--- config.mk ---
export PLATFORM = sky130hd
export DESIGN_NAME = clock_controlled_lfsr_cipher_core_flat
export DESIGN_NICKNAME = d
export VERILOG_FILES = /design/src/hdl/cclc_pkg.sv /design/src/hdl/cclc_if.sv /design/src/hdl/clock_controlled_lfsr_cipher_core.sv /design/src/hdl/cclc_csr.sv /design/src/hdl/cclc_keygen.sv /design/src/flat_wrapper.sv
export SDC_FILE = /design/constraint.sdc
export NUM_CORES = 1
export LEC_CHECK = 0
export ABC_AREA = 0
export BUFFER_PORTS_ARGS = -buffer_cell sky130_fd_sc_hd__buf_2
export CORE_MARGIN = 4
export CORE_UTILIZATION = 35
export DETAILED_ROUTE_END_ITERATION = 12
export SLEW_MARGIN = 20
export SYNTH_ARGS = -nofsm -noshare
export SYNTH_HDL_FRONTEND = slang
export SYNTH_HIERARCHICAL = 1
export SYNTH_SLANG_ARGS = --single-unit
--- constraint.sdc ---
create_clock -name clock -period 4 [get_ports clock]
set_input_delay 0.4 -clock clock [delete_from_list [all_inputs] [get_ports clock]]
set_output_delay 0.4 -clock clock [all_outputs]
set_load 0.005 [all_outputs]
--- src/hdl/cclc_pkg.sv ---
// Shared constants and types for the clock-controlled LFSR cipher core.
package cclc_pkg;

   // Register lengths, in cells.
   localparam int unsigned SHORT_LEN   = 7;
   localparam int unsigned LONG_LEN    = 11;
   localparam int unsigned CONTROL_LEN = 13;

   // The configuration data port is as wide as the widest seed.
   localparam int unsigned CSR_DATA_W = CONTROL_LEN;

   // Seed values after reset.
   localparam logic [SHORT_LEN-1:0]   SEED_SHORT_RESET   = SHORT_LEN'(43);
   localparam logic [LONG_LEN-1:0]    SEED_LONG_RESET    = LONG_LEN'(683);
   localparam logic [CONTROL_LEN-1:0] SEED_CONTROL_RESET = CONTROL_LEN'(6827);

   // Configuration register indexes; the fourth code is unused.
   typedef enum logic [1:0] {
      CSR_SEED_SHORT   = 2'd0,
      CSR_SEED_LONG    = 2'd1,
      CSR_SEED_CONTROL = 2'd2
   } csr_index_type;

   // Seed values as held by the register bank.
   typedef struct packed {
      logic [SHORT_LEN-1:0]   seed_short;
      logic [LONG_LEN-1:0]    seed_long;
      logic [CONTROL_LEN-1:0] seed_control;
   } seeds_type;

   // Control from the handshake logic to the keystream generator.
   typedef struct packed {
      logic step;
      logic reload;
   } keygen_ctl_type;

endpackage

--- src/hdl/cclc_if.sv ---
// Valid/ready channel interfaces for the request and response words.
interface cclc_req_if;
   logic valid;
   logic ready;
   logic cmd;
   logic data_bit;

   modport source (output valid, output cmd, output data_bit, input ready);
   modport sink   (input valid, input cmd, input data_bit, output ready);
endinterface

interface cclc_rsp_if;
   logic valid;
   logic ready;
   logic out_bit;

   modport source (output valid, output out_bit, input ready);
   modport sink   (input valid, input out_bit, output ready);
endinterface

--- src/hdl/clock_controlled_lfsr_cipher_core.sv ---
// Top level of the clock-controlled LFSR stream cipher core.
//
//   channel  direction  contents                    handshake
//   req      in         cmd, data_bit               valid/ready
//   rsp      out        out_bit                     valid/ready
//   csr      in         csr_we, csr_index, csr_wdata write enable only
//
// Each request word passes through the input register, where it waits while the
// response register is stalled, and then the response register, so one word can
// be taken in every clock cycle while the receiver keeps taking responses.
// The keystream generator steps once per word, as the word moves from the input
// register to the response register.
// Reset is synchronous and active high; it empties both registers and loads the
// seed reset values into the seeds and the three shift registers.
// While the response register is full and not taken, the input register holds
// its word, and request ready falls only once both registers are full.
module clock_controlled_lfsr_cipher_core (
   input  logic                            clock,
   input  logic                            reset,
   cclc_req_if.sink                        req,
   cclc_rsp_if.source                      rsp,
   input  logic                            csr_we,
   input  cclc_pkg::csr_index_type         csr_index,
   input  logic [cclc_pkg::CSR_DATA_W-1:0] csr_wdata
);
   import cclc_pkg::*;

   // Input register: one word waiting for the keystream.
   logic a_valid_ff, a_valid_in;
   logic a_cmd_ff,   a_cmd_in;
   logic a_data_ff,  a_data_in;

   // Response register.
   logic rsp_valid_ff, rsp_valid_in;
   logic rsp_bit_ff,   rsp_bit_in;

   logic           req_take;
   logic           advance;
   logic           key_bit;
   seeds_type      seeds;
   keygen_ctl_type keygen_ctl;

   // The word in the input register moves on whenever the response register
   // is empty or is being emptied in this cycle.
   assign advance   = a_valid_ff && (!rsp_valid_ff || rsp.ready);
   assign req.ready = !a_valid_ff || advance;
   assign req_take  = req.valid && req.ready;

   assign keygen_ctl.step   = advance;
   assign keygen_ctl.reload = a_cmd_ff;

   cclc_csr u_csr (
      .clock     (clock),
      .reset     (reset),
      .csr_we    (csr_we),
      .csr_index (csr_index),
      .csr_wdata (csr_wdata),
      .seeds     (seeds)
   );

   cclc_keygen u_keygen (
      .clock   (clock),
      .reset   (reset),
      .seeds   (seeds),
      .ctl     (keygen_ctl),
      .key_bit (key_bit)
   );

   always_comb begin
      a_valid_in = a_valid_ff;
      a_cmd_in   = a_cmd_ff;
      a_data_in  = a_data_ff;
      if (req_take) begin
         a_valid_in = 1'b1;
         a_cmd_in   = req.cmd;
         a_data_in  = req.data_bit;
      end else if (advance) begin
         a_valid_in = 1'b0;
      end

      rsp_valid_in = rsp_valid_ff;
      rsp_bit_in   = rsp_bit_ff;
      if (advance) begin
         // The same operation encrypts and decrypts.
         rsp_valid_in = 1'b1;
         rsp_bit_in   = a_data_ff ^ key_bit;
      end else if (rsp.ready) begin
         rsp_valid_in = 1'b0;
      end
   end

   always_ff @(posedge clock) begin
      if (reset) begin
         a_valid_ff   <= 1'b0;
         rsp_valid_ff <= 1'b0;
      end else begin
         a_valid_ff   <= a_valid_in;
         rsp_valid_ff <= rsp_valid_in;
      end
      a_cmd_ff   <= a_cmd_in;
      a_data_ff  <= a_data_in;
      rsp_bit_ff <= rsp_bit_in;
   end

   assign rsp.valid   = rsp_valid_ff;
   assign rsp.out_bit = rsp_bit_ff;

`ifndef SYNTHESIS
   // A word leaving the input register always lands in the response register.
   assert property (@(posedge clock) disable iff (reset)
      advance |=> rsp.valid)
      else $error("word left the input register without a response");

   // With both registers full and the response stalled, no word is taken.
   assert property (@(posedge clock) disable iff (reset)
      (a_valid_ff && rsp_valid_ff && !rsp.ready) |-> !req.ready)
      else $error("request accepted while the pipeline was full");

   // The input register fills only from an accepted request word.
   assert property (@(posedge clock) disable iff (reset)
      (!a_valid_ff && !req_take) |=> !a_valid_ff)
      else $error("input register filled without a request");
`endif

endmodule

--- src/hdl/cclc_csr.sv ---
// Seed register bank written through the configuration port.
module cclc_csr (
   input  logic                                clock,
   input  logic                                reset,
   input  logic                                csr_we,
   input  cclc_pkg::csr_index_type             csr_index,
   input  logic [cclc_pkg::CSR_DATA_W-1:0]     csr_wdata,
   output cclc_pkg::seeds_type                 seeds
);
   import cclc_pkg::*;

   seeds_type seeds_ff;
   seeds_type seeds_in;

   always_comb begin
      seeds_in = seeds_ff;
      if (csr_we) begin
         case (csr_index)
            CSR_SEED_SHORT:   seeds_in.seed_short   = csr_wdata[SHORT_LEN-1:0];
            CSR_SEED_LONG:    seeds_in.seed_long    = csr_wdata[LONG_LEN-1:0];
            CSR_SEED_CONTROL: seeds_in.seed_control = csr_wdata[CONTROL_LEN-1:0];
            default:          seeds_in = seeds_ff;
         endcase
      end
   end

   always_ff @(posedge clock) begin
      if (reset) begin
         seeds_ff.seed_short   <= SEED_SHORT_RESET;
         seeds_ff.seed_long    <= SEED_LONG_RESET;
         seeds_ff.seed_control <= SEED_CONTROL_RESET;
      end else begin
         seeds_ff <= seeds_in;
      end
   end

   assign seeds = seeds_ff;

endmodule

--- src/hdl/cclc_keygen.sv ---
// Three LFSRs with clock control; gives one keystream bit per step.
module cclc_keygen (
   input  logic                     clock,
   input  logic                     reset,
   input  cclc_pkg::seeds_type      seeds,
   input  cclc_pkg::keygen_ctl_type ctl,
   output logic                     key_bit
);
   import cclc_pkg::*;

   logic [SHORT_LEN-1:0]   short_ff,   short_in,   short_cur;
   logic [LONG_LEN-1:0]    long_ff,    long_in,    long_cur;
   logic [CONTROL_LEN-1:0] control_ff, control_in, control_cur;
   logic                   use_short;

   // A reload replaces the running state before the step is taken.
   assign short_cur   = ctl.reload ? seeds.seed_short   : short_ff;
   assign long_cur    = ctl.reload ? seeds.seed_long    : long_ff;
   assign control_cur = ctl.reload ? seeds.seed_control : control_ff;

   assign use_short = control_cur[CONTROL_LEN-1];
   assign key_bit   = use_short ? short_cur[SHORT_LEN-1] : long_cur[LONG_LEN-1];

   always_comb begin
      short_in   = short_ff;
      long_in    = long_ff;
      control_in = control_ff;
      if (ctl.step) begin
         short_in   = short_cur;
         long_in    = long_cur;
         if (use_short) begin
            short_in = {short_cur[SHORT_LEN-2:0], short_cur[0] ^ short_cur[SHORT_LEN-1]};
         end else begin
            long_in = {long_cur[LONG_LEN-2:0], long_cur[0] ^ long_cur[LONG_LEN-1]};
         end
         control_in = {control_cur[CONTROL_LEN-2:0],
                       control_cur[0] ^ control_cur[CONTROL_LEN-1]};
      end
   end

   always_ff @(posedge clock) begin
      if (reset) begin
         short_ff   <= SEED_SHORT_RESET;
         long_ff    <= SEED_LONG_RESET;
         control_ff <= SEED_CONTROL_RESET;
      end else begin
         short_ff   <= short_in;
         long_ff    <= long_in;
         control_ff <= control_in;
      end
   end

endmodule

--- src/flat_wrapper.sv ---
// flat-port wrapper written by rule: the top's interface ports become plain ports
module clock_controlled_lfsr_cipher_core_flat import cclc_pkg::*;
  (clock, reset, csr_we, csr_index, csr_wdata, req_valid, req_cmd, req_data_bit, req_ready, rsp_valid, rsp_out_bit, rsp_ready);
  cclc_req_if req_i ();
  cclc_rsp_if rsp_i ();
  input  logic clock;
  input  logic reset;
  input  logic csr_we;
  input  cclc_pkg::csr_index_type csr_index;
  input  logic [cclc_pkg::CSR_DATA_W-1:0] csr_wdata;
  input wire logic [$bits(req_i.valid)-1:0] req_valid;
  input wire logic [$bits(req_i.cmd)-1:0] req_cmd;
  input wire logic [$bits(req_i.data_bit)-1:0] req_data_bit;
  output wire logic [$bits(req_i.ready)-1:0] req_ready;
  output wire logic [$bits(rsp_i.valid)-1:0] rsp_valid;
  output wire logic [$bits(rsp_i.out_bit)-1:0] rsp_out_bit;
  input wire logic [$bits(rsp_i.ready)-1:0] rsp_ready;
  assign req_i.valid = req_valid;
  assign req_i.cmd = req_cmd;
  assign req_i.data_bit = req_data_bit;
  assign req_ready = req_i.ready;
  assign rsp_valid = rsp_i.valid;
  assign rsp_out_bit = rsp_i.out_bit;
  assign rsp_i.ready = rsp_ready;
  clock_controlled_lfsr_cipher_core u_core (.clock(clock), .reset(reset), .req(req_i), .rsp(rsp_i), .csr_we(csr_we), .csr_index(csr_index), .csr_wdata(csr_wdata));
endmodule
==> results of run 1 <==
## per-stage QoR
stage               util, %  area (um^2)  power, mW
floorplan                 -         3189     0.8588
global placement      37.65         3316     0.8878
detailed placement    37.65         3316     0.8921
CTS                   39.77         3502      1.435
global route          39.77         3502      1.480
finish                39.77         3502      1.416
## logic make-up (layout without fill, tap and decap cells)
family / count (synthesis) / after routing / share of synthesized area, %
and+or+nand+nor: 90 / 90 / 15.10
muxes: 79 / 79 / 26.56
DFF: 67 / 67 / 43.00
AOI/OAI and AO/OA: 46 / 46 / 9.925
buffers and inverters: 26 / 44 / 4.864
xor gates and xnor gates: 2 / 2 / 0.5493
## sequential cells by signal, summed over array words and instances, names as in the netlist
| signal | flops |
|---|---|
| u_core/a_data_ff | 1 |
| u_core/a_cmd_ff | 1 |
| u_core/rsp.valid | 1 |
| u_core/u_keygen/long_ff | 11 |
| u_core/u_keygen/control_ff | 13 |
| u_core/u_keygen/short_ff | 7 |
| u_core/a_valid_ff | 1 |
| u_core/u_csr/seeds | 31 |
| u_core/rsp.out_bit | 1 |
## routing by layer
layer  up-vias  GRT usage, %
met3         4         4.494
met2        29         20.15
met1       992         16.83
met5         -             0
met4         0         3.884
li1       1104             -
## cell usage in the layout, fill, tap and decap left out, drive strengths merged, types with 3 or more instances in the layout
cell type | netlist | routed
or2 | 7 | 7
buf | 11 | 26
mux2 | 17 | 17
clkbuf | 12 | 13
nand3b | 4 | 4
o22ai | 8 | 8
nand2b | 20 | 20
and2 | 3 | 3
o21ai | 10 | 10
nor2 | 38 | 38
a21oi | 19 | 19
a211oi | 7 | 7
edfxtp | 3 | 3
nand2 | 8 | 8
mux2i | 62 | 62
inv | 3 | 3
dfxtp | 64 | 64
## worst paths after layout
path / end / cells after the start
worst min register to register: u_core/u_keygen/short_ff[3]$_SDFFE_PP1P_ / 2
worst max-delay path: u_core/u_keygen/long_ff[5]$_SDFFE_PP1P_ / 3
worst min-delay path: u_core/a_cmd_ff$_DFFE_PP_ / 1
worst max register to register: u_core/u_keygen/long_ff[5]$_SDFFE_PP1P_ / 3
## power by group through the flow
stage,clock (mW),combinational (mW),sequential (mW)
2_1_floorplan,0,0.124,0.735
3_3_place_gp,0,0.144,0.744
3_5_place_dp,0,0.147,0.745
4_1_cts,0.557,0.147,0.730
5_1_grt,0.583,0.163,0.734
6_report,0.540,0.145,0.730
## area by class of cell
class | count | area [um^2]
Fill cell | 858 | 5304
Multi-Input combinational cell | 217 | 1663
Sequential cell | 67 | 1371
Tap cell | 108 | 135.1
Inverter | 3 | 11.26
Clock buffer | 13 | 148.9
Clock inverter | 2 | 37.54
Timing Repair Buffer | 26 | 135.1
## critical path: stages, from the launching register on
cell	delay, ns
sky130_fd_sc_hd__edfxtp_1	1.03
sky130_fd_sc_hd__mux2i_4	0.79
sky130_fd_sc_hd__mux2_2	0.41
sky130_fd_sc_hd__o21ai_1	0.11
==> qor.yml, run 1 <==
place:
  dpl.hpwl_um: 4154
  place.detailed.instances: 421
  port_buffers: 24
  worst_slack_after_detailed_placement_ns: 1.513
  gp_congestion: 0.6842
global_route:
  wire_length_of_the_first_global_routing_pass_um: 10590
  grt_util_all_layers_pct: 12.90
  grt_pass1_vias: 2158
  maximum_number_of_pins_on_one_net_before_global_route_repair: 78
  grt_antenna_before_repair: 0
  grt_overflow: 0
min_path:
  worst_hold_startpoint: "req_cmd"
  hold_path.class: "in -> reg"
clock_network:
  cts.hold.buffers_added: 0
  clock_insertion_delay_at_the_later_pin_of_the_skew_report_ns: 0.34
  htreeDepth: 3
  cts_tree: "yes"
  clkTransAtPathRegs_ns: 0.06
  cts_root_buf: "sky130_fd_sc_hd__clkbuf_8"
  cts_post_setup_buffers_inserted: 0
  cts-buffers-inserted: 9
  cts_resized: 0
  clock_sink_count: 67
  clk_path_buf_depth: 2
setup_path:
  regToRegStartpoint: "u_core/a_cmd_ff$_DFFE_PP_"
  timing.setup.critical_path_class: "reg -> reg"
  cp.required_ns: 4.26
  worstSetupStartpointType: "flop"
  crit_path_end_kind: "flop"
  timing.reg2reg.setup_slack_ns: 1.59
  cp_data_arrival_time_ns: 2.67
  worstPathMaxFanout: 18
  crit_start: "u_core/a_cmd_ff$_DFFE_PP_"
floorplan:
  start_util_pct: 36.22
  fp.coreArea_um2: 8806
  placement_rows: 34
  die_ar_um2: 10700
  chipWidth_um: 103.5
  floorplan.die.height_um: 103.5
  ioPinCount: 25
drt:
  post-route-drc-count: 0
  dr.first_iter.drc_count: 98
  via_count: 2129
  vias_per_cell: 4.883
  met2_length_um: 2925
  wl_um: 6379
  routed.top_layer: "met4"
  met3WireLength_um: 231
  wire_per_inst_um: 14.63
  iteration_count_of_the_initial_detailed_routing_pass: 5
  postRouteAntennaNets: 0
  detail_route.wirelength.met1_um: 3168
sta:
  skew_ns: 0.005817
  grt_setup_unrepaired: "no"
  setup_total_negative_slack_ns: 0
  setup-violations-final: 0
  layout_setup_ws_ns: 1.585
  shortest_clock_period_the_worst_path_allows_after_layout_ns: 2.415
  holdWs_ns: 0.2444
  timing.max_slew.rel_slack_pct: 31.62
  worstMarginPinSlew_ns: 1.026
  period_utilization_pct: 60.36
  maximum_operating_frequency_mhz: 414.2
  timing.final.max_slew_violations: 0
  hold_viol: 0
run:
  cap_violations: 0
synth:
  netlist_instances: 310
  ys_async_sr_fraction_pct: 0
  synthFlopType: "sky130_fd_sc_hd__dfxtp_1"
  syn-num-nets: 332
  ys_top_cells_by_area: "sky130_fd_sc_hd__dfxtp_1, sky130_fd_sc_hd__mux2i_1, sky130_fd_sc_hd__nor2_1"
  synth_edf_count: 3
  synth.distinct_cells: 43
  yosysWarningCount: 6
  synthesis.area_um2: 3189
  synthTopCellsByCount: "sky130_fd_sc_hd__dfxtp_1, sky130_fd_sc_hd__mux2i_1, sky130_fd_sc_hd__nor2_1"
  synth_largest_type_area_fraction_pct: 40.17
  number_of_synthesized_register_bits: 67
  most_used_standard_cell_by_instance_count_after_synthesis: "sky130_fd_sc_hd__dfxtp_1"
  synth_top_area_cell: "sky130_fd_sc_hd__dfxtp_1"
  synth_area_per_cell_um2: 10.29
  seq_area_frac_synth_pct: 43.00
status:
  result_of_the_run: "completed"
pwr:
  clock_network_fraction_of_total_power_pct: 38.2
  p_switching_mw: 0.3359
  netSwitchingFraction_pct: 23.73
  power.static_leakage_nw: 1.459
  cell_internal_pwr_mw: 1.080
  seq_power_share_pct: 51.6
  power.combinational.fraction_pct: 10.3
  vdd.ir_drop.worst_mv: 0.1633
  pwr_density_cell_nw_per_um2: 404.2
finish:
  finish.net_count: 346
  post_route_cells_drive_above_1_share_pct: 23.48
  antenna_cells: 0
  layout.cells.non_filler: 436
  area_growth_pct: 9.808
(Power assumes the default switching activity.)
==> run 2, diff against run 1 <==
==> constraint.sdc (replaced) <==
create_clock -name clock -period 2.05 [get_ports clock]
set_input_delay 0.205 -clock clock [delete_from_list [all_inputs] [get_ports clock]]
set_output_delay 0.205 -clock clock [all_outputs]
set_load 0.005 [all_outputs]
==> run 2 against run 1 <==
Effect of this change: final area rose by 4.0%; power rose by 120%; first-iteration DRC count fell by 40%; non-clock buffer count rose by 8; critical path depth rose by 2; clock power rose to 2.5 times the previous value; clock skew rose by 0.0026 ns; sequential share of layout area fell by 1.5 points; fmax rose by 39%; die area did not move; largest cell class unchanged; final cell count rose by 2.1%; via count rose by 4.2%; critical endpoint is now u_core/u_keygen/long_ff[0]$_SDFFE_PP1P_.
==> qor.yml, run 2 (synthesis gave the netlist of run 1 again) <==
status:
  result_of_the_run: "completed"
sta:
  setup-violations-final: 0  # unchanged
  holdWs_ns: 0.04216  # -0.2023 ns
  grt_setup_unrepaired: "no"
  shortest_clock_period_the_worst_path_allows_after_layout_ns: 1.740  # -0.6746 ns
  period_utilization_pct: 84.87  # +25 points
  timing.max_slew.rel_slack_pct: 50.20  # +19 points
  hold_viol: 0  # unchanged
  maximum_operating_frequency_mhz: 574.7  # +39%
  timing.final.max_slew_violations: 0  # unchanged
  setup_total_negative_slack_ns: 0  # unchanged
  worstMarginPinSlew_ns: 0.7447  # -0.2810 ns
  skew_ns: 0.008387  # +0.002570 ns
clock_network:
  cts_resized: 0  # unchanged
  cts.hold.buffers_added: 0  # unchanged
  clk_path_buf_depth: 2  # unchanged
  htreeDepth: 3  # unchanged
  clock_insertion_delay_at_the_later_pin_of_the_skew_report_ns: 0.34  # about the same
  cts-buffers-inserted: 9  # unchanged
  cts_post_setup_buffers_inserted: 0  # unchanged
  cts_root_buf: "sky130_fd_sc_hd__clkbuf_8"
  clkTransAtPathRegs_ns: 0.07  # about the same
  clock_sink_count: 67  # unchanged
  cts_tree: "yes"
drt:
  wire_per_inst_um: 14.78  # +1.0%
  post-route-drc-count: 0  # unchanged
  wl_um: 6577  # +3.1%
  vias_per_cell: 4.984  # +2.1%
  dr.first_iter.drc_count: 59  # -40%
  postRouteAntennaNets: 0  # unchanged
  via_count: 2218  # +4.2%
  iteration_count_of_the_initial_detailed_routing_pass: 4  # -1
setup_path:
  crit_slowest_cell: "sky130_fd_sc_hd__and2_2"
  timing.setup.critical_path_class: "reg -> reg"
  worstPathMaxFanout: 27  # +9
  cp_data_arrival_time_ns: 1.97  # -0.70 ns
  dominant_cell_type_by_count_on_the_critical_path: "sky130_fd_sc_hd__nand2b_1"
  critPathMaxStageDelay_ns: 0.49  # -0.54 ns
  cp.required_ns: 2.28  # -1.98 ns
  cp_cell_sequence: "nand2b_1 > and2_2 > nand2b_1 > a211o_1 > o311a_1"
  crit_path_end_kind: "flop"
  worstSetupStartpointType: "flop"
floorplan:
  ioPinCount: 25  # unchanged
  placement_rows: 34  # unchanged
  fp.coreArea_um2: 8806  # unchanged
  chipWidth_um: 103.5  # unchanged
  die_ar_um2: 10700  # unchanged
  start_util_pct: 36.22  # unchanged
  floorplan.die.height_um: 103.5  # unchanged
finish:
  final_core_util_pct: 41.38  # +1.6 points
  mostFrequentLayoutCell: "sky130_fd_sc_hd__dfxtp_1"
  finish.net_count: 354  # +2.3%
  layout_common_cells: "sky130_fd_sc_hd__dfxtp_1, sky130_fd_sc_hd__mux2i_1, sky130_fd_sc_hd__nor2_1, sky130_fd_sc_hd__buf_2, sky130_fd_sc_hd__nand2b_1"
  post_route_cells_drive_above_1_share_pct: 26.41  # +2.9 points
  multi_input_comb_area_um2: 1663  # unchanged
  largest_reg_flops: 31  # unchanged
  area_growth_pct: 14.24
  antenna_cells: 0  # unchanged
  fillCellCount: 881  # +2.7%
  ff_latch_area_um2: 1371  # unchanged
global_route:
  maximum_number_of_pins_on_one_net_before_global_route_repair: 29  # -63%
  groute.layer.met1.usage_pct: 17.42  # +0.59 points
  use_met2_pct: 21.03  # +0.88 points
  grt_pass1_vias: 2248  # +4.2%
  grt_antenna_before_repair: 0  # unchanged
  grt_busiest_layer: "met2"
  grt_overflow: 0  # unchanged
  wire_length_of_the_first_global_routing_pass_um: 11010  # +3.9%
  gr-usage-met3_pct: 4.024  # -0.47 points
  grt_util_all_layers_pct: 13.51  # +0.61 points
run:
  cap_violations: 0  # unchanged
min_path:
  hold_path.class: "in -> reg"
place:
  port_buffers: 24  # unchanged
  dpl.hpwl_um: 4381  # +5.5%
  gp_congestion: 0.8090  # +18%
pwr:
  vdd.ir_drop.worst_mv: 0.4422  # +170%
  power.static_leakage_nw: 1.541  # +5.7%
  pwr_density_cell_nw_per_um2: 843.1  # +110%
run 2: cell types whose count changed in the layout (fill, tap and decap cells not counted), sizes merged:
cell,delta
clkinvlp,-1
buf,+8
clkinv,+1
bufinv,+1
run 2: final timing paths:
| check | slack [ns] | from | depth (start not counted) | end |
|---|---|---|---|---|
| worst max-delay path | 0.31 | u_core/rsp.valid$_SDFFE_PP0P_ | 5 | u_core/u_keygen/long_ff[0]$_SDFFE_PP1P_ |
| worst min-delay path | 0.04 | req_cmd | 1 | u_core/a_cmd_ff$_DFFE_PP_ |
| worst max register to register | 0.31 | u_core/rsp.valid$_SDFFE_PP0P_ | 5 | u_core/u_keygen/long_ff[0]$_SDFFE_PP1P_ |
| worst min register to register | 0.47 | u_core/u_keygen/short_ff[3]$_SDFFE_PP1P_ | 2 | u_core/u_keygen/short_ff[3]$_SDFFE_PP1P_ |
run 2: per-layer routing:
metal | up-vias | share of wire [%]
li1 | 1125 | -
met4 | 0 | 1.9
met3 | 8 | 3.1
met2 | 30 | 46
met1 | 1055 | 49
met5 | - | 0
run 2: report_power, final:
part           switching (mW)  internal (mW)
sequential             0.0402           1.38
clock                   0.491          0.857
combinational           0.157          0.150
run 2: cell type report:
| type | count | area share [%] |
|---|---|---|
| Multi-Input combinational cell | 217 | 45.64 |
| Sequential cell | 67 | 37.64 |
| Timing Repair Buffer | 34 | 5.701 |
| Clock buffer | 13 | 5.220 |
| Tap cell | 108 | 3.709 |
| Clock inverter | 3 | 1.786 |
| Inverter | 3 | 0.3091 |
run 2: critical path, delay by kind of cell (launching register included):
kind	cells	cell delay [ns]
compound gates	2	0.43
flops	1	0.34
simple gates	3	0.84
run 2: through the flow:
stage / total power [mW] / setup slack, ns / std cells / instance area (um^2)
after floorplan: 1.676 / 0.5206 / 310 / 3189
after global placement: 1.747 / 0.3925 / 429 / 3388
after detailed placement: 1.755 / 0.3303 / 429 / 3388
after CTS: 3.117 / 0.3191 / 445 / 3643
after global routing: 3.218 / 0.1800 / 445 / 3643
final: 3.072 / 0.3101 / 445 / 3643
